**src/rtl/lbc_pkg.sv**
```systemverilog
// Shared constants and types of the LRU block cache read splitter.
package lbc_pkg;

    localparam int OFFSET_W   = 24;
    localparam int LENGTH_W   = 16;
    localparam int DLEN_W     = 25;
    localparam int STAMP_W    = 32;
    localparam int RES_CNT_W  = 6;
    localparam int SLOT_O_W   = 2;
    localparam int BLKNUM_O_W = 13;
    localparam int FILL_O_W   = 12;
    localparam int WITHIN_O_W = 11;
    localparam int COUNT_O_W  = 12;
    localparam int DEST_O_W   = 16;

    localparam logic [DLEN_W-1:0]    DATA_LENGTH_MAX = 25'd16777216;
    localparam logic [RES_CNT_W-1:0] MAX_RESULTS     = 6'd33;

    // One result item.
    typedef struct packed {
        logic [SLOT_O_W-1:0]   slot;
        logic                  hit;
        logic [BLKNUM_O_W-1:0] block_number;
        logic [FILL_O_W-1:0]   fill_size;
        logic [WITHIN_O_W-1:0] within_res;
        logic [COUNT_O_W-1:0]  count;
        logic [DEST_O_W-1:0]   dest_offset;
        logic                  error;
        logic                  last;
    } t_res;

    // Controller to datapath.
    typedef struct packed {
        logic load;        // capture request
        logic emit_short;  // error or empty result
        logic look;        // tag lookup, block geometry
        logic scan;        // one step of the oldest-stamp search
        logic emit;        // commit block, write result
    } t_cmd;

    // Datapath to controller.
    typedef struct packed {
        logic range_err;
        logic empty;
        logic skip_scan;
        logic scan_done;
        logic out_free;
        logic last_blk;
    } t_sts;

endpackage

```
**src/rtl/lbc_req_if.sv**
```systemverilog
// Request channel: offset and length of one read.
interface lbc_req_if;
    logic                           valid;
    logic                           ready;
    logic [lbc_pkg::OFFSET_W-1:0]   offset;
    logic [lbc_pkg::LENGTH_W-1:0]   length;

    modport source (output valid, offset, length, input ready);
    modport sink   (input valid, offset, length, output ready);
endinterface

```
**src/rtl/lbc_res_if.sv**
```systemverilog
// Result channel: one item per block touched, or a single item for an error or empty request.
interface lbc_res_if;
    logic                             valid;
    logic                             ready;
    logic [lbc_pkg::SLOT_O_W-1:0]     slot;
    logic                             hit;
    logic [lbc_pkg::BLKNUM_O_W-1:0]   block_number;
    logic [lbc_pkg::FILL_O_W-1:0]     fill_size;
    logic [lbc_pkg::WITHIN_O_W-1:0]   within_res;
    logic [lbc_pkg::COUNT_O_W-1:0]    count;
    logic [lbc_pkg::DEST_O_W-1:0]     dest_offset;
    logic                             error;
    logic                             last;

    modport source (output valid, slot, hit, block_number, fill_size, within_res, count,
                    dest_offset, error, last, input ready);
    modport sink   (input valid, slot, hit, block_number, fill_size, within_res, count,
                    dest_offset, error, last, output ready);
endinterface

```
**src/rtl/lru_block_cache_read_splitter.sv**
```systemverilog
// Top level of the LRU block cache read splitter.
//
//  channel  dir  handshake            payload
//  i_req    in   valid/ready          offset[23:0], length[15:0]
//  o_res    out  valid/ready          slot, hit, block_number, fill_size, within_res,
//                                     count, dest_offset, error, last
//  cfg      in   i_cfg_we, no ready   i_cfg_data[24:0] = data_length
//
// A request is taken only when the splitter is idle; in the next cycle the range
// check runs. Error and empty requests produce their single item from that check.
// On a miss the oldest-stamp search walks the stamp registers one slot per cycle;
// a hit, or a cache of a single slot, skips the search.
// Synchronous active-low reset; a data_length write clears all slots at once.
// A full result register with o_res.ready low holds the splitter in place; the
// next request is still taken while a finished item waits.
// BLOCK_BYTES must be a power of two (block math is shift and mask).
module lru_block_cache_read_splitter #(
    parameter int CACHE_SLOTS = 4,
    parameter int BLOCK_BYTES = 2048
) (
    input  logic                          i_clk,
    input  logic                          i_rst_n,
    lbc_req_if.sink                       i_req,
    lbc_res_if.source                     o_res,
    input  logic                          i_cfg_we,
    input  logic [lbc_pkg::DLEN_W-1:0]    i_cfg_data
);

    lbc_pkg::t_cmd cmd;
    lbc_pkg::t_sts sts;
    lbc_pkg::t_res res;
    logic          res_valid;
    logic          req_ready;

    lbc_ctrl u_ctrl (
        .i_clk       (i_clk),
        .i_rst_n     (i_rst_n),
        .i_req_valid (i_req.valid),
        .o_req_ready (req_ready),
        .i_sts       (sts),
        .o_cmd       (cmd)
    );

    lbc_dp #(
        .CACHE_SLOTS (CACHE_SLOTS),
        .BLOCK_BYTES (BLOCK_BYTES)
    ) u_dp (
        .i_clk       (i_clk),
        .i_rst_n     (i_rst_n),
        .i_cmd       (cmd),
        .o_sts       (sts),
        .i_offset    (i_req.offset),
        .i_length    (i_req.length),
        .i_cfg_we    (i_cfg_we),
        .i_cfg_data  (i_cfg_data),
        .i_res_ready (o_res.ready),
        .o_res       (res),
        .o_res_valid (res_valid)
    );

    assign i_req.ready        = req_ready;

    // result register straight onto the channel
    assign o_res.valid        = res_valid;
    assign o_res.slot         = res.slot;
    assign o_res.hit          = res.hit;
    assign o_res.block_number = res.block_number;
    assign o_res.fill_size    = res.fill_size;
    assign o_res.within_res   = res.within_res;
    assign o_res.count        = res.count;
    assign o_res.dest_offset  = res.dest_offset;
    assign o_res.error        = res.error;
    assign o_res.last         = res.last;

endmodule

```
**src/rtl/lbc_ctrl.sv**
```systemverilog
// Controller state machine of the read splitter.
module lbc_ctrl (
    input  logic          i_clk,
    input  logic          i_rst_n,
    input  logic          i_req_valid,
    output logic          o_req_ready,
    input  lbc_pkg::t_sts i_sts,
    output lbc_pkg::t_cmd o_cmd
);

    typedef enum logic [2:0] {
        S_IDLE,
        S_CHECK,
        S_LOOK,
        S_SCAN,
        S_EMIT
    } t_state;

    t_state r_state;
    t_state n_state;

    always_comb begin
        n_state     = r_state;
        o_cmd       = '0;
        o_req_ready = 1'b0;
        case (r_state)
            S_IDLE: begin
                o_req_ready = 1'b1;
                if (i_req_valid) begin
                    o_cmd.load = 1'b1;
                    n_state    = S_CHECK;
                end
            end
            S_CHECK: begin
                if (i_sts.range_err || i_sts.empty) begin
                    if (i_sts.out_free) begin
                        o_cmd.emit_short = 1'b1;
                        n_state          = S_IDLE;
                    end
                end else begin
                    n_state = S_LOOK;
                end
            end
            S_LOOK: begin
                o_cmd.look = 1'b1;
                n_state    = i_sts.skip_scan ? S_EMIT : S_SCAN;
            end
            S_SCAN: begin
                o_cmd.scan = 1'b1;
                if (i_sts.scan_done) begin
                    n_state = S_EMIT;
                end
            end
            S_EMIT: begin
                if (i_sts.out_free) begin
                    o_cmd.emit = 1'b1;
                    n_state    = i_sts.last_blk ? S_IDLE : S_LOOK;
                end
            end
            default: begin
                n_state = S_IDLE;
            end
        endcase
    end

    always_ff @(posedge i_clk) begin
        if (!i_rst_n) begin
            r_state <= S_IDLE;
        end else begin
            r_state <= n_state;
        end
    end

endmodule

```
**src/rtl/lbc_dp.sv**
```systemverilog
// Datapath: slot tags, LRU stamps, block geometry and the result register.
module lbc_dp #(
    parameter int CACHE_SLOTS = 4,
    parameter int BLOCK_BYTES = 2048
) (
    input  logic                          i_clk,
    input  logic                          i_rst_n,
    input  lbc_pkg::t_cmd                 i_cmd,
    output lbc_pkg::t_sts                 o_sts,
    input  logic [lbc_pkg::OFFSET_W-1:0]  i_offset,
    input  logic [lbc_pkg::LENGTH_W-1:0]  i_length,
    input  logic                          i_cfg_we,
    input  logic [lbc_pkg::DLEN_W-1:0]    i_cfg_data,
    input  logic                          i_res_ready,
    output lbc_pkg::t_res                 o_res,
    output logic                          o_res_valid
);

    localparam int OFS_W  = $clog2(BLOCK_BYTES);
    localparam int BN_W   = lbc_pkg::OFFSET_W - OFS_W;
    localparam int FILL_W = OFS_W + 1;
    localparam int SLOT_W = (CACHE_SLOTS > 1) ? $clog2(CACHE_SLOTS) : 1;
    localparam logic [SLOT_W-1:0] LAST_SLOT = SLOT_W'(CACHE_SLOTS - 1);
    localparam logic [FILL_W-1:0] BLK_SIZE  = FILL_W'(BLOCK_BYTES);

    // control state (reset)
    logic [lbc_pkg::DLEN_W-1:0]  r_dlen;
    logic [lbc_pkg::STAMP_W-1:0] r_use;
    logic [lbc_pkg::STAMP_W-1:0] r_stamp [CACHE_SLOTS];
    logic                        r_valid [CACHE_SLOTS];
    logic                        r_res_valid;

    // payload
    logic [BN_W-1:0]               r_tag [CACHE_SLOTS];
    logic [lbc_pkg::OFFSET_W-1:0]  r_at;
    logic [lbc_pkg::LENGTH_W-1:0]  r_left;
    logic [lbc_pkg::LENGTH_W-1:0]  r_copied;
    logic [lbc_pkg::RES_CNT_W-1:0] r_k;
    logic [OFS_W-1:0]              r_within;
    logic [FILL_W-1:0]             r_fill;
    logic                          r_hit;
    logic [SLOT_W-1:0]             r_sel;
    logic [SLOT_W-1:0]             r_scan;
    logic [lbc_pkg::STAMP_W-1:0]   r_best;
    lbc_pkg::t_res                 r_res;

    logic [BN_W-1:0]               blk;
    logic                          look_hit;
    logic [SLOT_W-1:0]             match_idx;
    logic [lbc_pkg::DLEN_W-1:0]    rem;
    logic [FILL_W-1:0]             fill;
    logic [FILL_W-1:0]             avail;
    logic [FILL_W-1:0]             n_cnt;
    logic [lbc_pkg::STAMP_W-1:0]   n_use;
    logic [lbc_pkg::STAMP_W-1:0]   scan_stamp;
    logic [lbc_pkg::DLEN_W-1:0]    req_end;
    logic                          out_free;
    logic                          last_blk;
    lbc_pkg::t_res                 short_res;

    assign blk = r_at[lbc_pkg::OFFSET_W-1:OFS_W];

    // parallel tag match, lowest matching slot wins
    always_comb begin
        look_hit  = 1'b0;
        match_idx = '0;
        for (int s = CACHE_SLOTS - 1; s >= 0; s--) begin
            if (r_valid[s] && (r_tag[s] == blk)) begin
                look_hit  = 1'b1;
                match_idx = SLOT_W'(s);
            end
        end
    end

    assign rem   = r_dlen - {1'b0, blk, {OFS_W{1'b0}}};
    assign fill  = (rem < lbc_pkg::DLEN_W'(BLOCK_BYTES)) ? rem[FILL_W-1:0] : BLK_SIZE;
    assign avail = r_fill - FILL_W'(r_within);
    assign n_cnt = (r_left < lbc_pkg::LENGTH_W'(avail)) ? r_left[FILL_W-1:0] : avail;
    assign n_use = r_use + 1'b1;
    assign scan_stamp = r_stamp[r_scan];
    assign req_end = {1'b0, r_at} + lbc_pkg::DLEN_W'(r_left);
    assign out_free = !r_res_valid || i_res_ready;
    assign last_blk = (r_left == lbc_pkg::LENGTH_W'(n_cnt))
                   || (r_k == (lbc_pkg::MAX_RESULTS - 1'b1));

    // error or empty item: all fields zero but error and last
    always_comb begin
        short_res       = '0;
        short_res.error = req_end > r_dlen;
        short_res.last  = 1'b1;
    end

    always_comb begin
        o_sts           = '0;
        o_sts.range_err = req_end > r_dlen;
        o_sts.empty     = r_left == '0;
        o_sts.skip_scan = look_hit || (CACHE_SLOTS == 1);
        o_sts.scan_done = r_scan == LAST_SLOT;
        o_sts.out_free  = out_free;
        o_sts.last_blk  = last_blk;
    end

    always_ff @(posedge i_clk) begin
        if (!i_rst_n) begin
            r_dlen      <= '0;
            r_use       <= '0;
            r_res_valid <= 1'b0;
            for (int s = 0; s < CACHE_SLOTS; s++) begin
                r_stamp[s] <= '0;
                r_valid[s] <= 1'b0;
            end
        end else begin
            r_res_valid <= i_cmd.emit_short || i_cmd.emit || (r_res_valid && !i_res_ready);
            if (i_cfg_we) begin
                // saturate and drop the whole cache
                r_dlen <= (i_cfg_data > lbc_pkg::DATA_LENGTH_MAX) ?
                          lbc_pkg::DATA_LENGTH_MAX : i_cfg_data;
                r_use  <= '0;
                for (int s = 0; s < CACHE_SLOTS; s++) begin
                    r_stamp[s] <= '0;
                    r_valid[s] <= 1'b0;
                end
            end else if (i_cmd.emit) begin
                r_use          <= n_use;
                r_stamp[r_sel] <= n_use;
                r_valid[r_sel] <= 1'b1;
            end
        end
    end

    always_ff @(posedge i_clk) begin
        if (i_cmd.load) begin
            r_at     <= i_offset;
            r_left   <= i_length;
            r_copied <= '0;
            r_k      <= '0;
        end
        if (i_cmd.emit_short) begin
            r_res <= short_res;
        end
        if (i_cmd.look) begin
            r_hit    <= look_hit;
            r_sel    <= look_hit ? match_idx : '0;
            r_best   <= r_stamp[0];
            r_scan   <= SLOT_W'(1);
            r_fill   <= fill;
            r_within <= r_at[OFS_W-1:0];
        end
        if (i_cmd.scan) begin
            if (scan_stamp < r_best) begin
                r_sel  <= r_scan;
                r_best <= scan_stamp;
            end
            r_scan <= r_scan + 1'b1;
        end
        if (i_cmd.emit) begin
            r_tag[r_sel]       <= blk;
            r_at               <= r_at + lbc_pkg::OFFSET_W'(n_cnt);
            r_left             <= r_left - lbc_pkg::LENGTH_W'(n_cnt);
            r_copied           <= r_copied + lbc_pkg::LENGTH_W'(n_cnt);
            r_k                <= r_k + 1'b1;
            r_res.slot         <= lbc_pkg::SLOT_O_W'(r_sel);
            r_res.hit          <= r_hit;
            r_res.block_number <= lbc_pkg::BLKNUM_O_W'(blk);
            r_res.fill_size    <= lbc_pkg::FILL_O_W'(r_fill);
            r_res.within_res   <= lbc_pkg::WITHIN_O_W'(r_within);
            r_res.count        <= lbc_pkg::COUNT_O_W'(n_cnt);
            r_res.dest_offset  <= r_copied;
            r_res.error        <= 1'b0;
            r_res.last         <= last_blk;
        end
    end

    assign o_res       = r_res;
    assign o_res_valid = r_res_valid;

endmodule
```
**src/flat_wrapper.sv**
```systemverilog
// flat-port wrapper written by rule: the top's interface ports become plain ports
module lru_block_cache_read_splitter_flat 
#(
    parameter int CACHE_SLOTS = 4,
    parameter int BLOCK_BYTES = 2048
)
  (i_clk, i_rst_n, i_cfg_we, i_cfg_data, i_req_valid, i_req_offset, i_req_length, i_req_ready, o_res_valid, o_res_slot, o_res_hit, o_res_block_number, o_res_fill_size, o_res_within_res, o_res_count, o_res_dest_offset, o_res_error, o_res_last, o_res_ready);
  lbc_req_if i_req_i ();
  lbc_res_if o_res_i ();
  input  logic i_clk;
  input  logic i_rst_n;
  input  logic i_cfg_we;
  input  logic [lbc_pkg::DLEN_W-1:0] i_cfg_data;
  input wire logic [$bits(i_req_i.valid)-1:0] i_req_valid;
  input wire logic [$bits(i_req_i.offset)-1:0] i_req_offset;
  input wire logic [$bits(i_req_i.length)-1:0] i_req_length;
  output wire logic [$bits(i_req_i.ready)-1:0] i_req_ready;
  output wire logic [$bits(o_res_i.valid)-1:0] o_res_valid;
  output wire logic [$bits(o_res_i.slot)-1:0] o_res_slot;
  output wire logic [$bits(o_res_i.hit)-1:0] o_res_hit;
  output wire logic [$bits(o_res_i.block_number)-1:0] o_res_block_number;
  output wire logic [$bits(o_res_i.fill_size)-1:0] o_res_fill_size;
  output wire logic [$bits(o_res_i.within_res)-1:0] o_res_within_res;
  output wire logic [$bits(o_res_i.count)-1:0] o_res_count;
  output wire logic [$bits(o_res_i.dest_offset)-1:0] o_res_dest_offset;
  output wire logic [$bits(o_res_i.error)-1:0] o_res_error;
  output wire logic [$bits(o_res_i.last)-1:0] o_res_last;
  input wire logic [$bits(o_res_i.ready)-1:0] o_res_ready;
  assign i_req_i.valid = i_req_valid;
  assign i_req_i.offset = i_req_offset;
  assign i_req_i.length = i_req_length;
  assign i_req_ready = i_req_i.ready;
  assign o_res_valid = o_res_i.valid;
  assign o_res_slot = o_res_i.slot;
  assign o_res_hit = o_res_i.hit;
  assign o_res_block_number = o_res_i.block_number;
  assign o_res_fill_size = o_res_i.fill_size;
  assign o_res_within_res = o_res_i.within_res;
  assign o_res_count = o_res_i.count;
  assign o_res_dest_offset = o_res_i.dest_offset;
  assign o_res_error = o_res_i.error;
  assign o_res_last = o_res_i.last;
  assign o_res_i.ready = o_res_ready;
  lru_block_cache_read_splitter #(.CACHE_SLOTS(CACHE_SLOTS), .BLOCK_BYTES(BLOCK_BYTES)) u_core (.i_clk(i_clk), .i_rst_n(i_rst_n), .i_req(i_req_i), .o_res(o_res_i), .i_cfg_we(i_cfg_we), .i_cfg_data(i_cfg_data));
endmodule
```
**config.mk**
```make
export PLATFORM = sky130hd
export DESIGN_NAME = lru_block_cache_read_splitter_flat
export DESIGN_NICKNAME = d
export VERILOG_FILES = /design/src/rtl/lbc_pkg.sv /design/src/rtl/lbc_req_if.sv /design/src/rtl/lbc_res_if.sv /design/src/rtl/lru_block_cache_read_splitter.sv /design/src/rtl/lbc_ctrl.sv /design/src/rtl/lbc_dp.sv /design/src/flat_wrapper.sv
export SDC_FILE = /design/constraint.sdc
export NUM_CORES = 1
export LEC_CHECK = 0
export BUFFER_PORTS_ARGS = -buffer_cell sky130_fd_sc_hd__buf_2
export CAP_MARGIN = 5
export CORE_MARGIN = 1
export CORE_UTILIZATION = 55
export CTS_BUF_LIST = sky130_fd_sc_hd__clkbuf_4 sky130_fd_sc_hd__clkbuf_8
export CTS_CLUSTER_SIZE = 30
export DETAILED_ROUTE_END_ITERATION = 10
export HOLD_SLACK_MARGIN = 0.12
export PLACE_DENSITY = 0.71
export SYNTH_ARGS = -nofsm -noshare
export SYNTH_HDL_FRONTEND = slang
export SYNTH_SLANG_ARGS = --single-unit
```
**constraint.sdc**
```tcl
create_clock -name i_clk -period 29 [get_ports i_clk]
set_input_delay 4.35 -clock i_clk [delete_from_list [all_inputs] [get_ports i_clk]]
set_output_delay 4.35 -clock i_clk [all_outputs]
set_load 0.02 [all_outputs]
```
==> results_dict.tcl <==
set metrics [dict create \
    drv_cap 0 \
    netlist_area_um2 23100 \
    postCtsHoldBufs 0 \
    dp_hpwl_mm 37.5 \
    cp.required_ns 29.32 \
    synth_ff_type "edfxtp_1" \
    place_congestion 0.935 \
    grt_pass1_wl_mm 87.3 \
    clockBufferDepth 3 \
    fin_skew_ns 0.0428 \
    final_layout_size_suffix_gt1_frac 0.165 \
    crit_path_end_kind "flop" \
    vias_per_cell 5.69 \
    die_area_um2 42900 \
    track_usage 0.259 \
    die_w_um 207 \
    cpLargestDelayFamily "compound AO/OA/AOI/OAI gates" \
    path_common_cell "inv_1" \
    cts_max_level 3 \
    core_um2 41100 \
    nets 2494 \
    wl_mm 54.5 \
    hold_violations 0 \
    drt_iter0_drc 1195 \
    post_cts_buffers 0 \
    period_needed_ns 7.00 \
    syn_nets 2345 \
    status "completed" \
    port_buffers 140 \
    hold_class "flop to flop" \
    ant_nets 0 \
    synth_cell_type_count 72 \
    die_h_um 207 \
    clk_pin_slew_ns 0.06 \
    rsz0062_at_grt "false" \
    start_util 0.563 \
    synthCells 2124 \
    synth_top_area_cell "edfxtp_1" \
    critPathLaunchType "flop" \
    p_leak_nw 10.1 \
    path_buf_inv 5 \
    syn-mean-instance-area_um2 10.9 \
    final_cell_mix "336 x edfxtp_1, 277 x nor2_1, 167 x nand2_1" \
    grt_pass1_vias 16431 \
    area_growth_pct 12.4 \
    setup_viol 0 \
    wire_per_inst_um 19.0 \
    final_util 0.632 \
    grt_max_degree 85 \
    worstSkewPairLatency_ns 0.65 \
    synth_area_leaders "edfxtp_1 44%, dfxtp_1 8.8%, ha_1 7.9%, xnor2_1 4.8%, nor2_1 4.5%" \
    fmax_mhz 143 \
    cts_tree "done" \
    max-slew-margin-rel 0.217 \
    max_slew.worst_pin.slew_ns 1.17 \
    vias 16295 \
    arrival_ns 7.32 \
    rows 74 \
    finalSetupTns_ns 0 \
    ir_drop_mv 0.0351 \
    report.final.slew_viol_count 0 \
    synthArstFlopShare 0 \
    seq_area_um2 12100 \
    drt_first_pass_iters 6 \
    ys_seq_elements 438 \
    multi_input_area_um2 10200 \
    drc 0 \
    clockRootBuffer "clkbuf_8" \
    grt-ovfl-total 0 \
    grt_antenna_before_repair 1 \
    crit_fanout 11 \
    path_class "flop to flop" \
    cts_resized 0 \
    fin_crit_sh 0.241 \
    design_area_um2 26000 \
    crit_path_max_incr_delay_ns 0.63 \
    cts_buffers 75 \
    synth.top_cell.area_share 0.436 \
    boundaryPins 141 \
    final_common_cell "edfxtp_1" \
    power_density_nw_per_um2 65.8 \
    synth_edf_count 336 \
    fillerInstances 3352 \
    dpl-instance-area_um2 24300 \
    yosysWarnings 0 \
    clock_sinks 438 \
    crit_path_top_delay_cell "a2111oi_0" \
    ys_seq_area_frac 0.525 \
]
-- synthesized netlist by cell type, types with 14 or more instances --
| library cell | instances |
|---|---|
| a21o_1 | 38 |
| mux2i_1 | 15 |
| dfxtp_1 | 102 |
| nor4_1 | 21 |
| clkbuf_1 | 72 |
| nor3_1 | 29 |
| or3_1 | 19 |
| ha_1 | 146 |
| nor2b_1 | 14 |
| inv_1 | 132 |
| mux2_2 | 35 |
| and2_1 | 51 |
| nor2_1 | 277 |
| xor2_1 | 55 |
| mux4_2 | 32 |
| xnor2_1 | 127 |
| nand4_1 | 28 |
| and3_1 | 14 |
| o21ai_0 | 138 |
| a21oi_1 | 75 |
| edfxtp_1 | 336 |
| nand2_1 | 168 |
| nand3_1 | 45 |
| nand2b_1 | 19 |
-- worst register-to-register path: cells and delay by family (launching register included) --
| kind | cells | cell delay, ns |
|---|---|---|
| compound gates | 13 | 2.85 |
| fa+ha+maj | 4 | 1.16 |
| simple gates | 4 | 0.88 |
| mux | 1 | 0.63 |
| buf+inv | 5 | 0.49 |
| flops | 1 | 0.37 |
| xor+xnor | 2 | 0.30 |
-- report_power, final --
| part | total [mW] | switching (mW) | internal [mW] |
|---|---|---|---|
| Combinational | 0.342 | 0.196 | 0.146 |
| Sequential | 0.765 | 0.0330 | 0.732 |
| Clock | 0.603 | 0.255 | 0.349 |
-- routing by layer --
metal / track usage / wire (um) / part of all wire / vias up
li1: - / - / - / 7851
met1: 0.341 / 23700 / 0.44 / 7865
met2: 0.432 / 26000 / 0.48 / 469
met3: 0.0362 / 3000 / 0.055 / 110
met4: 0.104 / 1730 / 0.032 / 0
met5: 0 / 0 / 0 / -
-- worst paths after layout --
| check | start | to | slack (ns) | cells past startpoint |
|---|---|---|---|---|
| setup / recovery | u_core.u_dp.r_fill[0]$_SDFFCE_PP0P_ | u_core.u_dp.r_copied[15]$_SDFFCE_PN0P_ | 22.00 | 29 |
| hold / removal | u_core.u_dp.r_valid[1]$_DFF_P_ | u_core.u_dp.r_valid[1]$_DFF_P_ | 0.47 | 2 |
| setup reg to reg | u_core.u_dp.r_fill[0]$_SDFFCE_PP0P_ | u_core.u_dp.r_copied[15]$_SDFFCE_PN0P_ | 22.00 | 29 |
| hold reg to reg | u_core.u_dp.r_valid[1]$_DFF_P_ | u_core.u_dp.r_valid[1]$_DFF_P_ | 0.47 | 2 |
-- stage by stage --
stage	instances	power, mW	setup WS [ns]	hold WS, ns
3_3_place_gp	2728	1.10	21.51	0.451
2_1_floorplan	2124	1.02	18.97	0.440
4_1_cts	2865	1.72	21.90	0.474
6_report	2866	1.71	22.00	0.470
3_5_place_dp	2728	1.12	21.39	0.461
5_1_grt	2866	1.79	21.21	0.507
-- area by class of cell --
| type | instances | area share |
|---|---|---|
| well taps | 532 | 0.0256 |
| clock inverters | 20 | 0.00866 |
| diodes | 1 | 0.0000963 |
| inverters | 133 | 0.0192 |
| multi-input cells | 1466 | 0.393 |
| flip-flops and latches | 438 | 0.467 |
| clock buffers | 117 | 0.0545 |
| repair buffers | 159 | 0.0324 |
-- logic make-up after synthesis --
logic type      count (synthesis)  share of synthesized area
simple gates                  718                      0.145
compound gates                331                     0.0856
buf+inv                       220                     0.0365
fa+ha+maj                     151                     0.0833
mux                            84                     0.0557
xor+xnor                      182                     0.0689
flops                         438                      0.525
-- sequential cells by signal, summed over array words and instances (netlist names), 12 cells and up, named ones only --
register and count:
u_core.u_dp.o_res 69, u_core.u_dp.r_at 24, u_core.u_dp.r_best 32, u_core.u_dp.r_copied 16, u_core.u_dp.r_dlen 25, u_core.u_dp.r_fill 12
u_core.u_dp.r_left 16, u_core.u_dp.r_stamp 128, u_core.u_dp.r_tag 52, u_core.u_dp.r_use 32
Power figures use the tool's default switching activity.
